**src/lsc_pkg.sv**
```systemverilog
// Shared constants and exponential step table of the layer stack compositor.
// No dependencies.
`default_nettype none
package lsc_pkg;
   localparam logic [2:0] MODE_MEAN  = 3'd0;
   localparam logic [2:0] MODE_MAX   = 3'd1;
   localparam logic [2:0] MODE_MIN   = 3'd2;
   localparam logic [2:0] MODE_ALPHA = 3'd3;
   localparam logic [2:0] MODE_BEER  = 3'd4;

   localparam logic [2:0] REG_MODE = 3'd0;
   localparam logic [2:0] REG_LOW  = 3'd1;
   localparam logic [2:0] REG_HIGH = 3'd2;
   localparam logic [2:0] REG_STOP = 3'd3;
   localparam logic [2:0] REG_GAIN = 3'd4;
   localparam logic [2:0] REG_ABS  = 3'd5;
   localparam logic [2:0] REG_EMIT = 3'd6;
   localparam logic [2:0] REG_AMB  = 3'd7;

   localparam logic [16:0] FULL_Q16  = 17'd65536;
   localparam logic [15:0] TOP_Q88   = 16'd65280;
   localparam logic [16:0] LOG2E_Q16 = 17'd94548;
   localparam logic [16:0] STOP_T    = 17'd66;

   function automatic logic [15:0] exp_entry(input logic [3:0] k);
      logic [15:0] r;
      begin
         unique case (k)
            4'd0: r = 16'd46341;  4'd1: r = 16'd55109;
            4'd2: r = 16'd60097;  4'd3: r = 16'd62757;
            4'd4: r = 16'd64132;  4'd5: r = 16'd64830;
            4'd6: r = 16'd65181;  4'd7: r = 16'd65359;
            4'd8: r = 16'd65447;  4'd9: r = 16'd65492;
            4'd10: r = 16'd65514; 4'd11: r = 16'd65525;
            4'd12: r = 16'd65530; 4'd13: r = 16'd65533;
            default: r = 16'd65535;
         endcase
         return r;
      end
   endfunction
endpackage
`default_nettype wire

```
**src/lsc_if.sv**
```systemverilog
// Valid/ready channel interfaces for layer beats and result beats.
// No dependencies.
`default_nettype none
interface lsc_req_if;
   logic       valid;
   logic       ready;
   logic [7:0] layer_value;
   logic       last_layer;
   logic       empty_stack;
   modport source (output valid, layer_value, last_layer, empty_stack, input ready);
   modport sink   (input valid, layer_value, last_layer, empty_stack, output ready);
endinterface

interface lsc_rsp_if;
   logic        valid;
   logic        ready;
   logic [15:0] composite;
   logic        bad_window;
   modport source (output valid, composite, bad_window, input ready);
   modport sink   (input valid, composite, bad_window, output ready);
endinterface
`default_nettype wire

```
**src/lsc_div.sv**
```systemverilog
// Restoring divider, one quotient bit per cycle: 48-bit dividend, 32-bit divisor.
// Depends on nothing.
`default_nettype none
module lsc_div (
   input  wire logic        clock,
   input  wire logic        reset,
   input  wire logic        start,
   input  wire logic [47:0] dividend,
   input  wire logic [31:0] divisor,
   output logic             done,
   output logic [47:0]      quotient
);
   logic [32:0] rem_ff, rem_in;
   logic [47:0] quo_ff, quo_in;
   logic [5:0]  cnt_ff, cnt_in;
   logic        busy_ff, busy_in;
   logic [31:0] dvs_ff, dvs_in;
   logic [32:0] trial;

   always_comb begin
      rem_in = rem_ff; quo_in = quo_ff; cnt_in = cnt_ff;
      busy_in = busy_ff; dvs_in = dvs_ff; done = 1'b0;
      trial = {rem_ff[31:0], quo_ff[47]};
      if (start) begin
         rem_in = '0; quo_in = dividend; cnt_in = 6'd0;
         busy_in = 1'b1; dvs_in = divisor;
      end else if (busy_ff) begin
         quo_in = {quo_ff[46:0], 1'b0};
         if (trial >= {1'b0, dvs_ff}) begin
            rem_in = trial - {1'b0, dvs_ff};
            quo_in[0] = 1'b1;
         end else begin
            rem_in = trial;
         end
         cnt_in = cnt_ff + 6'd1;
         if (cnt_ff == 6'd47) begin
            busy_in = 1'b0;
            done = 1'b1;
         end
      end
   end

   assign quotient = quo_in;

   always_ff @(posedge clock) begin
      if (reset) begin
         busy_ff <= 1'b0; cnt_ff <= '0;
      end else begin
         busy_ff <= busy_in; cnt_ff <= cnt_in;
      end
      rem_ff <= rem_in; quo_ff <= quo_in; dvs_ff <= dvs_in;
   end
endmodule
`default_nettype wire

```
**src/layer_stack_compositor.sv**
```systemverilog
// Top level of the layer stack compositor: APB registers, sequencer,
// one shared 34x17 multiplier. Depends on lsc_pkg, lsc_if, lsc_div.
//
//   channel | dir | beat
//   req     | in  | layer_value, last_layer, empty_stack
//   rsp     | out | composite, bad_window
//   csr     | in  | APB write/read of eight registers, up to 16 bits wide
//
// Mean/max/min layers and skipped layers pass through S_FIN1 back to S_IDLE.
// Alpha layers run the divide in S_DIV, three multiplies and close. Beer-Lambert
// layers run three multiplies, 16 exponential steps, three more, close.
// A last layer passes through S_OUT before rsp is valid, a mean result also through
// its divide; an empty stack beat shows its result the next cycle. Reset is
// synchronous; req is not ready while a layer is in work or a result waits.
`default_nettype none
module layer_stack_compositor
   import lsc_pkg::*;
#(
   parameter int MAX_LAYERS = 256
) (
   input  wire logic  clock,
   input  wire logic  reset,
   lsc_req_if.sink    req,
   lsc_rsp_if.source  rsp,
   input  wire logic        csr_psel,
   input  wire logic        csr_penable,
   input  wire logic        csr_pwrite,
   input  wire logic [4:0]  csr_paddr,
   input  wire logic [31:0] csr_pwdata,
   output logic [31:0]      csr_prdata,
   output logic             csr_pready
);
   localparam int CW = $clog2(MAX_LAYERS + 1);

   typedef enum logic [10:0] {
      S_IDLE  = 11'b00000000001,
      S_DIV   = 11'b00000000010,
      S_MUL1  = 11'b00000000100,
      S_MUL2  = 11'b00000001000,
      S_MUL3  = 11'b00000010000,
      S_MUL4  = 11'b00000100000,
      S_EXP   = 11'b00001000000,
      S_MUL5  = 11'b00010000000,
      S_FIN1  = 11'b00100000000,
      S_FIN2  = 11'b01000000000,
      S_OUT   = 11'b10000000000
   } state_type;

   state_type   state_ff, state_in;
   logic [2:0]  mode_ff;
   logic [15:0] low_ff, high_ff, stop_ff, gain_ff, abs_ff, emit_ff, amb_ff;
   logic [CW-1:0] cnt_ff, cnt_in;
   logic [31:0] acc_ff, acc_in;
   logic [7:0]  ext_ff, ext_in;
   logic [16:0] cov_ff, cov_in;
   logic        stop_st_ff, stop_st_in;
   logic        last_ff, last_in;
   logic [33:0] a_ff, a_in;       // scratch operands
   logic [33:0] b_ff, b_in;
   logic [16:0] r_ff, r_in;
   logic [3:0]  k_ff, k_in;
   logic [15:0] f_ff, f_in;
   logic [5:0]  ip_ff, ip_in;
   logic        ov_ff, ov_in;
   logic [15:0] out_comp_ff, out_comp_in;
   logic        out_bad_ff, out_bad_in;
   logic        ovalid_ff, ovalid_in;

   // shared multiplier
   logic [33:0] mul_a;
   logic [16:0] mul_b;
   logic [50:0] prod;
   assign prod = mul_a * mul_b;

   logic        div_start, div_done;
   logic [47:0] div_n, div_q;
   logic [31:0] div_d;
   lsc_div u_div (.clock(clock), .reset(reset), .start(div_start), .dividend(div_n),
      .divisor(div_d), .done(div_done), .quotient(div_q));

   logic wr;
   assign wr = csr_psel && csr_penable && csr_pwrite;
   assign csr_pready = 1'b1;
   always_comb begin
      unique case (csr_paddr[4:2])
         REG_MODE: csr_prdata = {29'd0, mode_ff};
         REG_LOW:  csr_prdata = {16'd0, low_ff};
         REG_HIGH: csr_prdata = {16'd0, high_ff};
         REG_STOP: csr_prdata = {16'd0, stop_ff};
         REG_GAIN: csr_prdata = {16'd0, gain_ff};
         REG_ABS:  csr_prdata = {16'd0, abs_ff};
         REG_EMIT: csr_prdata = {16'd0, emit_ff};
         default:  csr_prdata = {16'd0, amb_ff};
      endcase
   end

   always_ff @(posedge clock) begin
      if (reset) begin
         mode_ff <= MODE_MEAN; low_ff <= 16'd0; high_ff <= 16'hFFFF;
         stop_ff <= 16'hFFFF; gain_ff <= 16'd256; abs_ff <= 16'd256;
         emit_ff <= 16'd256; amb_ff <= 16'd0;
      end else if (wr) begin
         unique case (csr_paddr[4:2])
            REG_MODE: mode_ff <= csr_pwdata[2:0];
            REG_LOW:  low_ff  <= csr_pwdata[15:0];
            REG_HIGH: high_ff <= csr_pwdata[15:0];
            REG_STOP: stop_ff <= csr_pwdata[15:0];
            REG_GAIN: gain_ff <= csr_pwdata[15:0];
            REG_ABS:  abs_ff  <= csr_pwdata[15:0];
            REG_EMIT: emit_ff <= csr_pwdata[15:0];
            default:  amb_ff  <= csr_pwdata[15:0];
         endcase
      end
   end

   assign req.ready = (state_ff == S_IDLE) && !ovalid_ff;
   assign rsp.valid = ovalid_ff;
   assign rsp.composite = out_comp_ff;
   assign rsp.bad_window = out_bad_ff;

   logic        take, bad_win;
   logic [16:0] hl;
   logic [23:0] low255;
   logic [16:0] d_beer;
   logic [16:0] opac;
   logic [41:0] sat255;
   logic [33:0] tot;
   assign take = req.valid && req.ready;
   assign bad_win = high_ff <= low_ff;
   assign hl = {1'b0, high_ff} - {1'b0, low_ff};
   assign low255 = {8'd0, low_ff} * 24'd255;
   // v*65536/255 rounded: 65536 = 255*257 + 1, so v*257 plus one when v >= 128
   assign d_beer = {1'b0, req.layer_value, req.layer_value} +
                   {16'd0, req.layer_value[7]};

   always_comb begin
      state_in = state_ff; cnt_in = cnt_ff; acc_in = acc_ff; ext_in = ext_ff;
      cov_in = cov_ff; stop_st_in = stop_st_ff; last_in = last_ff;
      a_in = a_ff; b_in = b_ff; r_in = r_ff; k_in = k_ff; f_in = f_ff;
      ip_in = ip_ff; ov_in = ov_ff;
      out_comp_in = out_comp_ff; out_bad_in = out_bad_ff; ovalid_in = ovalid_ff;
      mul_a = a_ff; mul_b = b_ff[16:0];
      div_start = 1'b0; div_n = '0; div_d = '0;
      opac = '0; sat255 = '0; tot = '0;
      if (ovalid_ff && rsp.ready) ovalid_in = 1'b0;
      unique case (state_ff)
         S_IDLE: begin
            if (take) begin
               last_in = req.last_layer;
               if (req.empty_stack) begin
                  cnt_in = '0; acc_in = '0; ext_in = '0; cov_in = FULL_Q16;
                  stop_st_in = 1'b0; out_comp_in = '0; out_bad_in = 1'b0;
                  ovalid_in = 1'b1;
               end else if (cnt_ff >= CW'(MAX_LAYERS)) begin
                  state_in = S_FIN1;
               end else begin
                  cnt_in = cnt_ff + CW'(1);
                  unique case (mode_ff)
                     MODE_MAX: begin
                        if (cnt_ff == '0 || req.layer_value > ext_ff)
                           ext_in = req.layer_value;
                        state_in = S_FIN1;
                     end
                     MODE_MIN: begin
                        if (cnt_ff == '0 || req.layer_value < ext_ff)
                           ext_in = req.layer_value;
                        state_in = S_FIN1;
                     end
                     MODE_ALPHA: begin
                        // skip when window bad, stopped or numerator not positive
                        if (bad_win || stop_st_ff ||
                            {req.layer_value, 16'd0} <= low255)
                           state_in = S_FIN1;
                        else if (FULL_Q16 - cov_ff >= {1'b0, stop_ff}) begin
                           stop_st_in = 1'b1; state_in = S_FIN1;
                        end else begin
                           div_start = 1'b1;
                           div_n = {8'd0, {req.layer_value, 16'd0} - low255, 16'd0};
                           div_d = 32'({8'd0, hl} * 25'd255);
                           state_in = S_DIV;
                        end
                     end
                     MODE_BEER: begin
                        if (stop_st_ff || req.layer_value == 8'd0)
                           state_in = S_FIN1;
                        else begin
                           b_in = 34'(d_beer); // d
                           state_in = S_MUL1;
                        end
                     end
                     default: begin
                        acc_in = acc_ff + 32'(req.layer_value);
                        state_in = S_FIN1;
                     end
                  endcase
               end
            end
         end
         S_DIV: begin
            if (div_done) begin
               if (mode_ff == MODE_ALPHA) begin
                  b_in = (div_q > 48'(FULL_Q16)) ? 34'(FULL_Q16) : div_q[33:0]; // norm
                  state_in = S_MUL1;
               end else begin
                  // mean quotient
                  out_comp_in = (div_q > 48'(TOP_Q88)) ? TOP_Q88 : div_q[15:0];
                  out_bad_in = 1'b0;
                  state_in = S_OUT;
               end
            end
         end
         S_MUL1: begin
            if (mode_ff == MODE_ALPHA) begin
               mul_a = 34'(gain_ff); mul_b = b_ff[16:0];
               opac = (prod[50:8] > 43'(FULL_Q16)) ? FULL_Q16 : prod[24:8];
               a_in = 34'(opac);
            end else begin
               mul_a = 34'(abs_ff); mul_b = b_ff[16:0];
               a_in = 34'(prod[50:8]); // x
            end
            state_in = S_MUL2;
         end
         S_MUL2: begin
            if (mode_ff == MODE_ALPHA) begin
               mul_a = 34'(cov_ff); mul_b = a_ff[16:0];
               a_in = 34'(prod[50:16]); // w
            end else begin
               mul_a = a_ff; mul_b = LOG2E_Q16;
               f_in = prod[31:16];
               ov_in = |prod[50:38];
               ip_in = prod[37:32];
               r_in = FULL_Q16; k_in = '0;
            end
            state_in = S_MUL3;
         end
         S_MUL3: begin
            if (mode_ff == MODE_ALPHA) begin
               mul_a = a_ff; mul_b = b_ff[16:0];
               acc_in = acc_ff + 32'(prod[50:16]);
               cov_in = cov_ff - a_ff[16:0];
               state_in = S_FIN1;
            end else begin
               mul_a = 34'(emit_ff); mul_b = b_ff[16:0];
               b_in = 34'(prod[50:8]); // emission
               state_in = S_EXP;
            end
         end
         S_EXP: begin
            mul_a = 34'(r_ff); mul_b = {1'b0, exp_entry(k_ff)};
            if (f_ff[15]) r_in = 17'((prod + 51'd32768) >> 16);
            f_in = {f_ff[14:0], 1'b0};
            k_in = k_ff + 4'd1;
            if (k_ff == 4'd15) state_in = S_MUL4;
         end
         S_MUL4: begin
            // t = r >> ip, then emission*coverage
            if (ov_ff || ip_ff >= 6'd17) r_in = '0;
            else r_in = r_ff >> ip_ff;
            mul_a = b_ff; mul_b = cov_ff;
            a_in = 34'(prod[50:16]);
            state_in = S_MUL5;
         end
         S_MUL5: begin
            mul_a = a_ff; mul_b = FULL_Q16 - r_ff;
            tot = 34'(acc_ff) + 34'(prod[50:16]);
            acc_in = tot[33:32] != 2'd0 ? 32'hFFFF_FFFF : tot[31:0];
            state_in = S_FIN2;
         end
         S_FIN2: begin
            mul_a = 34'(cov_ff); mul_b = r_ff;
            cov_in = prod[32:16];
            if (prod[32:16] < STOP_T) stop_st_in = 1'b1;
            state_in = S_FIN1;
         end
         S_FIN1: begin
            // end of layer: emit on last mark
            if (!last_ff) state_in = S_IDLE;
            else begin
               out_bad_in = 1'b0;
               state_in = S_OUT;
               unique case (mode_ff)
                  MODE_MAX, MODE_MIN: out_comp_in = {ext_ff, 8'd0};
                  MODE_ALPHA: begin
                     if (bad_win) begin
                        out_bad_in = 1'b1; out_comp_in = '0;
                     end else begin
                        sat255 = 42'(acc_ff) * 42'd255;
                        out_comp_in = sat255[41:8] > 34'(TOP_Q88) ? TOP_Q88
                                                                  : sat255[23:8];
                     end
                  end
                  MODE_BEER: begin
                     mul_a = 34'(amb_ff); mul_b = cov_ff;
                     tot = 34'(acc_ff) + 34'(prod[50:8]);
                     sat255 = 42'(tot) * 42'd255;
                     out_comp_in = sat255[41:8] > 34'(TOP_Q88) ? TOP_Q88
                                                               : sat255[23:8];
                  end
                  default: begin
                     div_start = 1'b1;
                     div_n = 48'(acc_ff) * 48'd256 + 48'(cnt_ff >> 1);
                     div_d = (cnt_ff == '0) ? 32'd1 : 32'(cnt_ff);
                     state_in = S_DIV;
                  end
               endcase
            end
         end
         S_OUT: begin
            cnt_in = '0; acc_in = '0; ext_in = '0; cov_in = FULL_Q16;
            stop_st_in = 1'b0; ovalid_in = 1'b1;
            state_in = S_IDLE;
         end
         default: state_in = S_IDLE;
      endcase
   end

   always_ff @(posedge clock) begin
      if (reset) begin
         state_ff <= S_IDLE; cnt_ff <= '0; acc_ff <= '0; ext_ff <= '0;
         cov_ff <= FULL_Q16; stop_st_ff <= 1'b0; ovalid_ff <= 1'b0;
      end else begin
         state_ff <= state_in; cnt_ff <= cnt_in; acc_ff <= acc_in; ext_ff <= ext_in;
         cov_ff <= cov_in; stop_st_ff <= stop_st_in; ovalid_ff <= ovalid_in;
      end
      last_ff <= last_in; a_ff <= a_in; b_ff <= b_in; r_ff <= r_in;
      k_ff <= k_in; f_ff <= f_in; ip_ff <= ip_in; ov_ff <= ov_in;
      out_comp_ff <= out_comp_in; out_bad_ff <= out_bad_in;
   end
endmodule
`default_nettype wire
```
**src/flat_wrapper.sv**
```systemverilog
// flat-port wrapper written by rule: the top's interface ports become plain ports
module layer_stack_compositor_flat import lsc_pkg::*;
#(
   parameter int MAX_LAYERS = 256
)
  (clock, reset, csr_psel, csr_penable, csr_pwrite, csr_paddr, csr_pwdata, csr_prdata, csr_pready, req_valid, req_layer_value, req_last_layer, req_empty_stack, req_ready, rsp_valid, rsp_composite, rsp_bad_window, rsp_ready);
  lsc_req_if req_i ();
  lsc_rsp_if rsp_i ();
  input  wire logic clock;
  input  wire logic reset;
  input  wire logic csr_psel;
  input  wire logic csr_penable;
  input  wire logic csr_pwrite;
  input  wire logic [4:0] csr_paddr;
  input  wire logic [31:0] csr_pwdata;
  output logic [31:0] csr_prdata;
  output logic csr_pready;
  input wire logic [$bits(req_i.valid)-1:0] req_valid;
  input wire logic [$bits(req_i.layer_value)-1:0] req_layer_value;
  input wire logic [$bits(req_i.last_layer)-1:0] req_last_layer;
  input wire logic [$bits(req_i.empty_stack)-1:0] req_empty_stack;
  output wire logic [$bits(req_i.ready)-1:0] req_ready;
  output wire logic [$bits(rsp_i.valid)-1:0] rsp_valid;
  output wire logic [$bits(rsp_i.composite)-1:0] rsp_composite;
  output wire logic [$bits(rsp_i.bad_window)-1:0] rsp_bad_window;
  input wire logic [$bits(rsp_i.ready)-1:0] rsp_ready;
  assign req_i.valid = req_valid;
  assign req_i.layer_value = req_layer_value;
  assign req_i.last_layer = req_last_layer;
  assign req_i.empty_stack = req_empty_stack;
  assign req_ready = req_i.ready;
  assign rsp_valid = rsp_i.valid;
  assign rsp_composite = rsp_i.composite;
  assign rsp_bad_window = rsp_i.bad_window;
  assign rsp_i.ready = rsp_ready;
  layer_stack_compositor #(.MAX_LAYERS(MAX_LAYERS)) u_core (.clock(clock), .reset(reset), .req(req_i), .rsp(rsp_i), .csr_psel(csr_psel), .csr_penable(csr_penable), .csr_pwrite(csr_pwrite), .csr_paddr(csr_paddr), .csr_pwdata(csr_pwdata), .csr_prdata(csr_prdata), .csr_pready(csr_pready));
endmodule
```
**config.mk**
```make
export PLATFORM = sky130hd
export DESIGN_NAME = layer_stack_compositor_flat
export DESIGN_NICKNAME = d
export VERILOG_FILES = /design/src/lsc_pkg.sv /design/src/lsc_if.sv /design/src/lsc_div.sv /design/src/layer_stack_compositor.sv /design/src/flat_wrapper.sv
export SDC_FILE = /design/constraint.sdc
export NUM_CORES = 2
export LEC_CHECK = 0
export ABC_AREA = 1
export ABC_CLOCK_PERIOD_IN_PS = 13480
export CAP_MARGIN = 20
export CORE_UTILIZATION = 40
export CTS_CLUSTER_SIZE = 12
export DETAILED_ROUTE_END_ITERATION = 12
export DONT_BUFFER_PORTS = 1
export PLACE_DENSITY_LB_ADDON = 0.1
export SYNTH_ARGS = -nofsm -noshare
export SYNTH_HDL_FRONTEND = slang
export SYNTH_SLANG_ARGS = --single-unit
export TNS_END_PERCENT = 100
```
**constraint.sdc**
```tcl
create_clock -name clock -period 13.48 [get_ports clock]
set_clock_uncertainty 0.05 [all_clocks]
set_input_delay 2.696 -clock clock [delete_from_list [all_inputs] [get_ports clock]]
set_output_delay 2.696 -clock clock [all_outputs]
set_load 0.01 [all_outputs]
```
== Word-level counts from Yosys, hierarchy flattened ==
Memories as Yosys holds them, arrays and structs flattened. A register that Yosys moved wholly into a read port is not among the register bits.
Cells that the tools add are included.
Cells by class
  add/subtract/negate cells: 16
  multiply operators: 5
  order comparisons: 14
  equal/unequal tests: 49
  shift operators: 1
  multiplexer cells: 139
  bitwise logic cells: 2
  reduce and logical (&&, ||, !) cells: 52
Operators with widths (count)
  34-bit 2-to-1 mux: 15
  32-bit 2-to-1 mux: 14
  48-bit 2-to-1 mux: 9
  34-bit one-hot mux with 7 select lines: 1
  34-bit one-hot mux with 3 select lines: 2
  16-bit 2-to-1 mux: 11
  17-bit 2-to-1 mux: 10
  32-bit one-hot mux with 4 select lines: 1
  16-bit one-hot mux with 7 select lines: 1
  11-bit one-hot mux with 10 select lines: 1
  17-bit one-hot mux with 6 select lines: 1
  11-bit 2-to-1 mux: 9
  16-bit one-hot mux with 3 select lines: 2
  48-bit one-hot mux with 2 select lines: 1
  32-bit by 34-bit adder with 34-bit output: 2
  17-bit one-hot mux with 4 select lines: 1
  32-bit one-hot mux with 2 select lines: 1
  9-bit 2-to-1 mux: 7
  34-bit by 17-bit multiplier with 51-bit output: 1
  17-bit one-hot mux with 3 select lines: 1
  48-bit by 16-bit > comparator with 1-bit output, second input constant: 1
  48-bit by 17-bit > comparator with 1-bit output, second input constant: 1
  43-bit by 17-bit > comparator with 1-bit output, second input constant: 1
  34-bit by 8-bit multiplier with 42-bit output, second input constant: 1
  other kinds (82): 183
Word-level totals
  register bits: 443
  ROM bits: 240
  input port bits: 54
  memories: 1
Memories
  (no name shown): words 16, bits a word 15, rd ports 1, clocked after memory_dff 1, write ports 0, line lsc_pkg.sv:28  | unique case (k)

== Logic depth before layout (Yosys ltp) ==
  depth in word-level cells: 15
  gate-level depth with buffers: 86
  mapped depth without buffers: 86

== Hierarchy ==
From an unflattened synthesis, not the netlist that was laid out.
Second synthesis, totals
  cells, all modules: 10067
  area, all modules: 72913.7 um2
Modules (own cells, without submodules)
  layer_stack_compositor: times used 1, cells an instance 8957, area an instance 65561.6 um2
  lsc_div: times used 1, cells an instance 1110, area an instance 7352.1 um2

== Worst setup path after synthesis ==
OpenSTA, ideal clock, no wires.
  path type: reg-to-reg
  start point: reg u_core.state_ff[8]
  end point: reg u_core.out_comp_ff[6] (netlist: u_core.rsp.composite[6]) (data pin)
  library setup time: 256 ps
  arrival time: 14146 ps
  data required time: 13174 ps
  setup slack: -971 ps
  stages on the path, launching flop included: 71
  period minus slack after synthesis: 14451 ps
  cell sequence: dfxtp_1 nor3_4 inv_2 nor2_2 inv_2 nor2_1 inv_1 nor2_1 a31oi_2 inv_2 clkbuf_1 nand2_1 o2111ai_1 buf_2 nand2_1 fa_1 inv_1 fa_1 [35 not listed] nor2_1 inv_1 nor2_1 and3_1 nand3_1 nand3_1 nand2_1 nand2_1 xor2_1 nor2_1 nand2_1 nor2_1 nand3b_1 nand2_1 nand2_1 nor2_1 o21ai_0 nand2_1
On the way
  word-level cells in the longest chain between the ends: 11
RTL lines
  start: declaration: line layer_stack_compositor.sv:49  | state_type state_ff, state_in;
  start signal: assignment: line layer_stack_compositor.sv:322  | state_ff <= state_in; cnt_ff <= cnt_in; acc_ff <= acc_in; ext_ff <= ext_in;
  parallel branches: the longest is 10 deep, another holds 34-bit by 17-bit multiplier with 51-bit output
  16-bit one-hot mux with 3 select lines (*): line layer_stack_compositor.sv:146  | unique case (state_ff)
  named net u_core.out_comp_in[6]: line layer_stack_compositor.sv:65  | logic [15:0] out_comp_ff, out_comp_in;
  end signal: assignment: line layer_stack_compositor.sv:327  | out_comp_ff <= out_comp_in; out_bad_ff <= out_bad_in;
  end: declaration: line layer_stack_compositor.sv:65
Mark *: on every way through the listed nets, which the timed path passes. The select of a mux whose other input is x is not followed.
A chain may end at the register's enable or synchronous reset.

== Worst setup path after layout ==
  start point: reg u_core.state_ff[7]
  end point: reg u_core.out_comp_ff[15] (netlist: u_core.rsp.composite[15]) (data pin)
RTL lines
  11-bit by 9-bit == test with 1-bit output (tied with other cells): line layer_stack_compositor.sv:146
  34-bit one-hot mux with 7 select lines or 17-bit one-hot mux with 6 select lines (tied branches): line layer_stack_compositor.sv:146
  34-bit by 17-bit multiplier with 51-bit output (*): line layer_stack_compositor.sv:73  | assign prod = mul_a * mul_b;
  named net u_core.prod[32]: line layer_stack_compositor.sv:72  | logic [50:0] prod;
  32-bit by 34-bit adder with 34-bit output (*): line layer_stack_compositor.sv:294  | tot = 34'(acc_ff) + 34'(prod[50:8]);
  34-bit by 8-bit multiplier with 42-bit output (*): line layer_stack_compositor.sv:295  | sat255 = 42'(tot) * 42'd255;
  34-bit by 16-bit > comparator with 1-bit output (*): line layer_stack_compositor.sv:296  | out_comp_in = sat255[41:8] > 34'(TOP_Q88) ? TOP_Q88
  16-bit 2-to-1 mux (*): line layer_stack_compositor.sv:296
  16-bit one-hot mux with 3 select lines (*): line layer_stack_compositor.sv:281  | unique case (mode_ff)
  16-bit 2-to-1 mux (*): line layer_stack_compositor.sv:277  | if (!last_ff) state_in = S_IDLE;
  16-bit one-hot mux with 3 select lines (*): line layer_stack_compositor.sv:146
  named net u_core.out_comp_in[15]: line layer_stack_compositor.sv:65
Mark *: on every way through the listed nets, which the timed path passes. The rest lies on a longest branch. The select of a mux whose other input is x is not followed.

==> summary.md <==
| Metric | Value |
|---|---|
| Routability cong. | between 1 and 1.5 |
| Clk root buf | clkbuf_16 |
| Fin crit period | 14.38 ns |
| Most common cell after layout, fill and taps aside | inv_1 |
| First-pass GRT wire length | 411 mm |
| Hold Startpoint | u_core.abs_ff[11] |
| Share of post-route cells with drive strength above 1 | 0.189 |
| Initial Util | 0.403 |
| Cell taking the most area after synthesis | fa_1 |
| Seq/Total Area, Yosys | 0.151 |
| Wire length per cell | 20.6 um |
| Vias | 67100 |
| Total GRT Usage | 0.306 |
| Core ar. | 174000 um2 |
| Crit-path max FO | 9 |
| Commonest cells after routing, fill and taps aside | 1973 x inv_1, 1861 x nand2_1, 1244 x buf_4 |
| Antenna violations before repair | 5 |
| RSZ-0062 raised after global routing | true |
| Max-slew violation total from the final report | 0 |
| Vias per cell | 5.16 |
| Initial drt markers | roughly 5100 |
| Clk sinks | 451 |
| Startpoint types | register |
| Worst Path Required | 13.82 ns |
| Final Cycle Share | 1.07 |
| Max_slew headroom | 0.224 |
| Num rows | 153 |
| Nets | 12100 |
| Aggregate global routing overflow | 0 |
| Asr flop ratio synth | 0 |
| Worst setup endpoint | u_core.rsp.composite[15] |
| Mean Syn Cell Area | 7.40 um2 |
| Status | complete, but fails checks |
| Worst Setup SP | u_core.state_ff[7] |
| RR Endpoint | u_core.rsp.composite[15] |
| Worst-path clk slew | 0.06 ns |
| Clock buffer depth | 3 |
| Count of final hold-check violations | 0 |
| Reg2reg start | u_core.state_ff[7] |
| Post-synth top flop | dfxtp_1 |
| Die Width | 421 um |
| Routed WL | 268 mm |
| CP Class | reg2reg |
| DRC viols | 0 |
| Clock H-tree levels | 2 |
| CP max stage delay | 0.57 ns |
| Mapped cell area | ~70000 um2 |
| Die area | 177000 um2 |
| Endpoint kind of the worst setup timing path | register |
| Worst hold path type | reg2reg |
| Dominant cells by area after synthesis | fa_1 26%, inv_1 11%, nand2_1 10%, ha_1 9.6%, dfxtp_1 8.4% |
| Max cap viols | 0 |
| Syn. warnings | 0 |
| CTS Buf Count | 53 |
| Worst Max-Slew Pin Slew | 1.15 ns |
| CP max-delay cell | fa_2 |
| Setup Viol. Count Final | 16 |
| Worst-Skew Late Latency | 0.69 ns |
| Drt pass-1 iters | 8 |
| Reg2reg setup slack | -0.90 ns |
| Synth cell types | 80 |
| Die Span Y | 421 um |
| Number of synthesized flops with an enable pin | roughly 160 |
| Ports | roughly 110 |
| Post-cts hold buffer count | 0 |
| Input/output buffers | 0 |
| Worst R2R Path Depth | 84 |
| Post-route ant nets | 0 |
| CTS tree | done |
| Final worst setup slack | -0.900 ns |
| Share of the synthesized area in the top cell type | 0.263 |
| FILL cells | ~17000 |
| Layout area overhead | 24.7% |
| Synthesized flop and latch total | 451 |
| CP Data Arrival Time | 14.72 ns |
| Setup TNS | -13.65 ns |
| Max Clk Rate | 69.5 MHz |
| Post-DP HPWL | 224 mm |
| Vias in the first global route | 68000 |
| Failing checks | negative setup slack |
| Mapped Cells | approximately 9500 |
| Largest net degree at the start of global routing | 72 |
[layer usage]
metal | up-vias | GRT usage | routed length (um)
met4 | 0 | 0.104 | 10200
met2 | 1953 | 0.499 | 123000
met3 | 364 | 0.0257 | 14500
met5 | - | 0 | 0
met1 | 32700 | 0.425 | 120000
li1 | 32000 | - | -
[per-stage QoR]
step,area [um2],utilization,hold WS (ns),instances,setup slack (ns)
after CTS,86700,0.498,0.435,13000,-0.897
after global routing,87500,0.503,0.462,13000,-1.53
after floorplan,70900,-,0.389,9495,0.0115
after detailed placement,82400,0.473,0.406,12800,-2.06
final,87500,0.503,0.437,13000,-0.900
after global placement,82400,0.473,0.404,12800,-2.03
[critical path: cells and delay by family (launching register included)]
| family | cells | cell delay, ns |
|---|---|---|
| adders and majority gates | 13 | 5.37 |
| DFF | 1 | 0.32 |
| AOI/OAI and AO/OA | 13 | 1.93 |
| and+or+nand+nor | 31 | 3.60 |
| buffers and inverters | 25 | 2.46 |
| xor gates and xnor gates | 2 | 0.31 |
[cell families after synthesis]
logic type	share of synthesized area
muxes	0.00128
xor gates and xnor gates	0.0311
other	0.000107
adders and majority gates	0.359
and+or+nand+nor	0.201
AOI/OAI and AO/OA	0.130
DFF	0.151
buffers and inverters	0.127
[sequential cells by signal, summed over array words and instances, names as in the netlist, 8 cells and up, named ones only]
register,count
u_core.u_div.dvs_ff,25
u_core.u_div.rem_ff,32
u_core.cov_ff,17
u_core.u_div.quo_ff,48
u_core.high_ff,16
u_core.emit_ff,16
u_core.amb_ff,16
u_core.gain_ff,16
u_core.low_ff,16
u_core.cnt_ff,9
u_core.stop_ff,16
u_core.f_ff,16
u_core.acc_ff,32
u_core.a_ff,34
u_core.r_ff,17
u_core.rsp.composite,16
u_core.ext_ff,8
u_core.b_ff,34
u_core.state_ff,11
u_core.abs_ff,16
[area by class of cell]
cell class / instances / area (um2) / share of cell area
Sequential cell: 451 / 10600 / 0.121
Timing Repair Buffer: 1326 / 10800 / 0.124
Multi-Input combinational cell: 6708 / 53600 / 0.612
Antenna cell: 2 / 5.00 / 0.0000572
Clock inverter: 23 / 238 / 0.00272
Clock buffer: 75 / 1530 / 0.0175
Inverter: 2078 / 7840 / 0.0896
Tap cell: 2325 / 2910 / 0.0333
[cells in the mapped netlist (40+ instances only)]
cell type and instances:
a31oi_1 59, a221oi_1 70, inv_1 2028, nor3_1 96, nand2_1 1929, o211ai_1 50
edfxtp_1 155, dfxtp_1 296, xor2_1 162, clkbuf_1 190, ha_1 536, o21ai_0 496
nand3_1 309, inv_2 40, o22ai_1 56, xnor2_1 87, fa_1 922, a21oi_1 566
nand4_1 80, nor2_1 860
[worst min path at each step]
| stage | end | cells after the start |
|---|---|---|
| final | u_core.abs_ff[11] | 2 |
| after global routing | u_core.ext_ff[2] | 2 |
| after CTS | u_core.abs_ff[11] | 2 |
| after detailed placement | u_core.u_div.cnt_ff[5] | 2 |
| after global placement | u_core.u_div.cnt_ff[5] | 2 |
| after floorplan | u_core.abs_ff[11] | 2 |
[timing repair]
action                     CTS  global route
cloned                       4             0
buffers inserted            93            17
resized for setup          392           158
pin swaps                  156           106
setup endpoints to repair   16            16
Power is left out: the tool's default activity adds up to more than one toggle a clock period on the data nets, which glitch-free logic cannot reach.
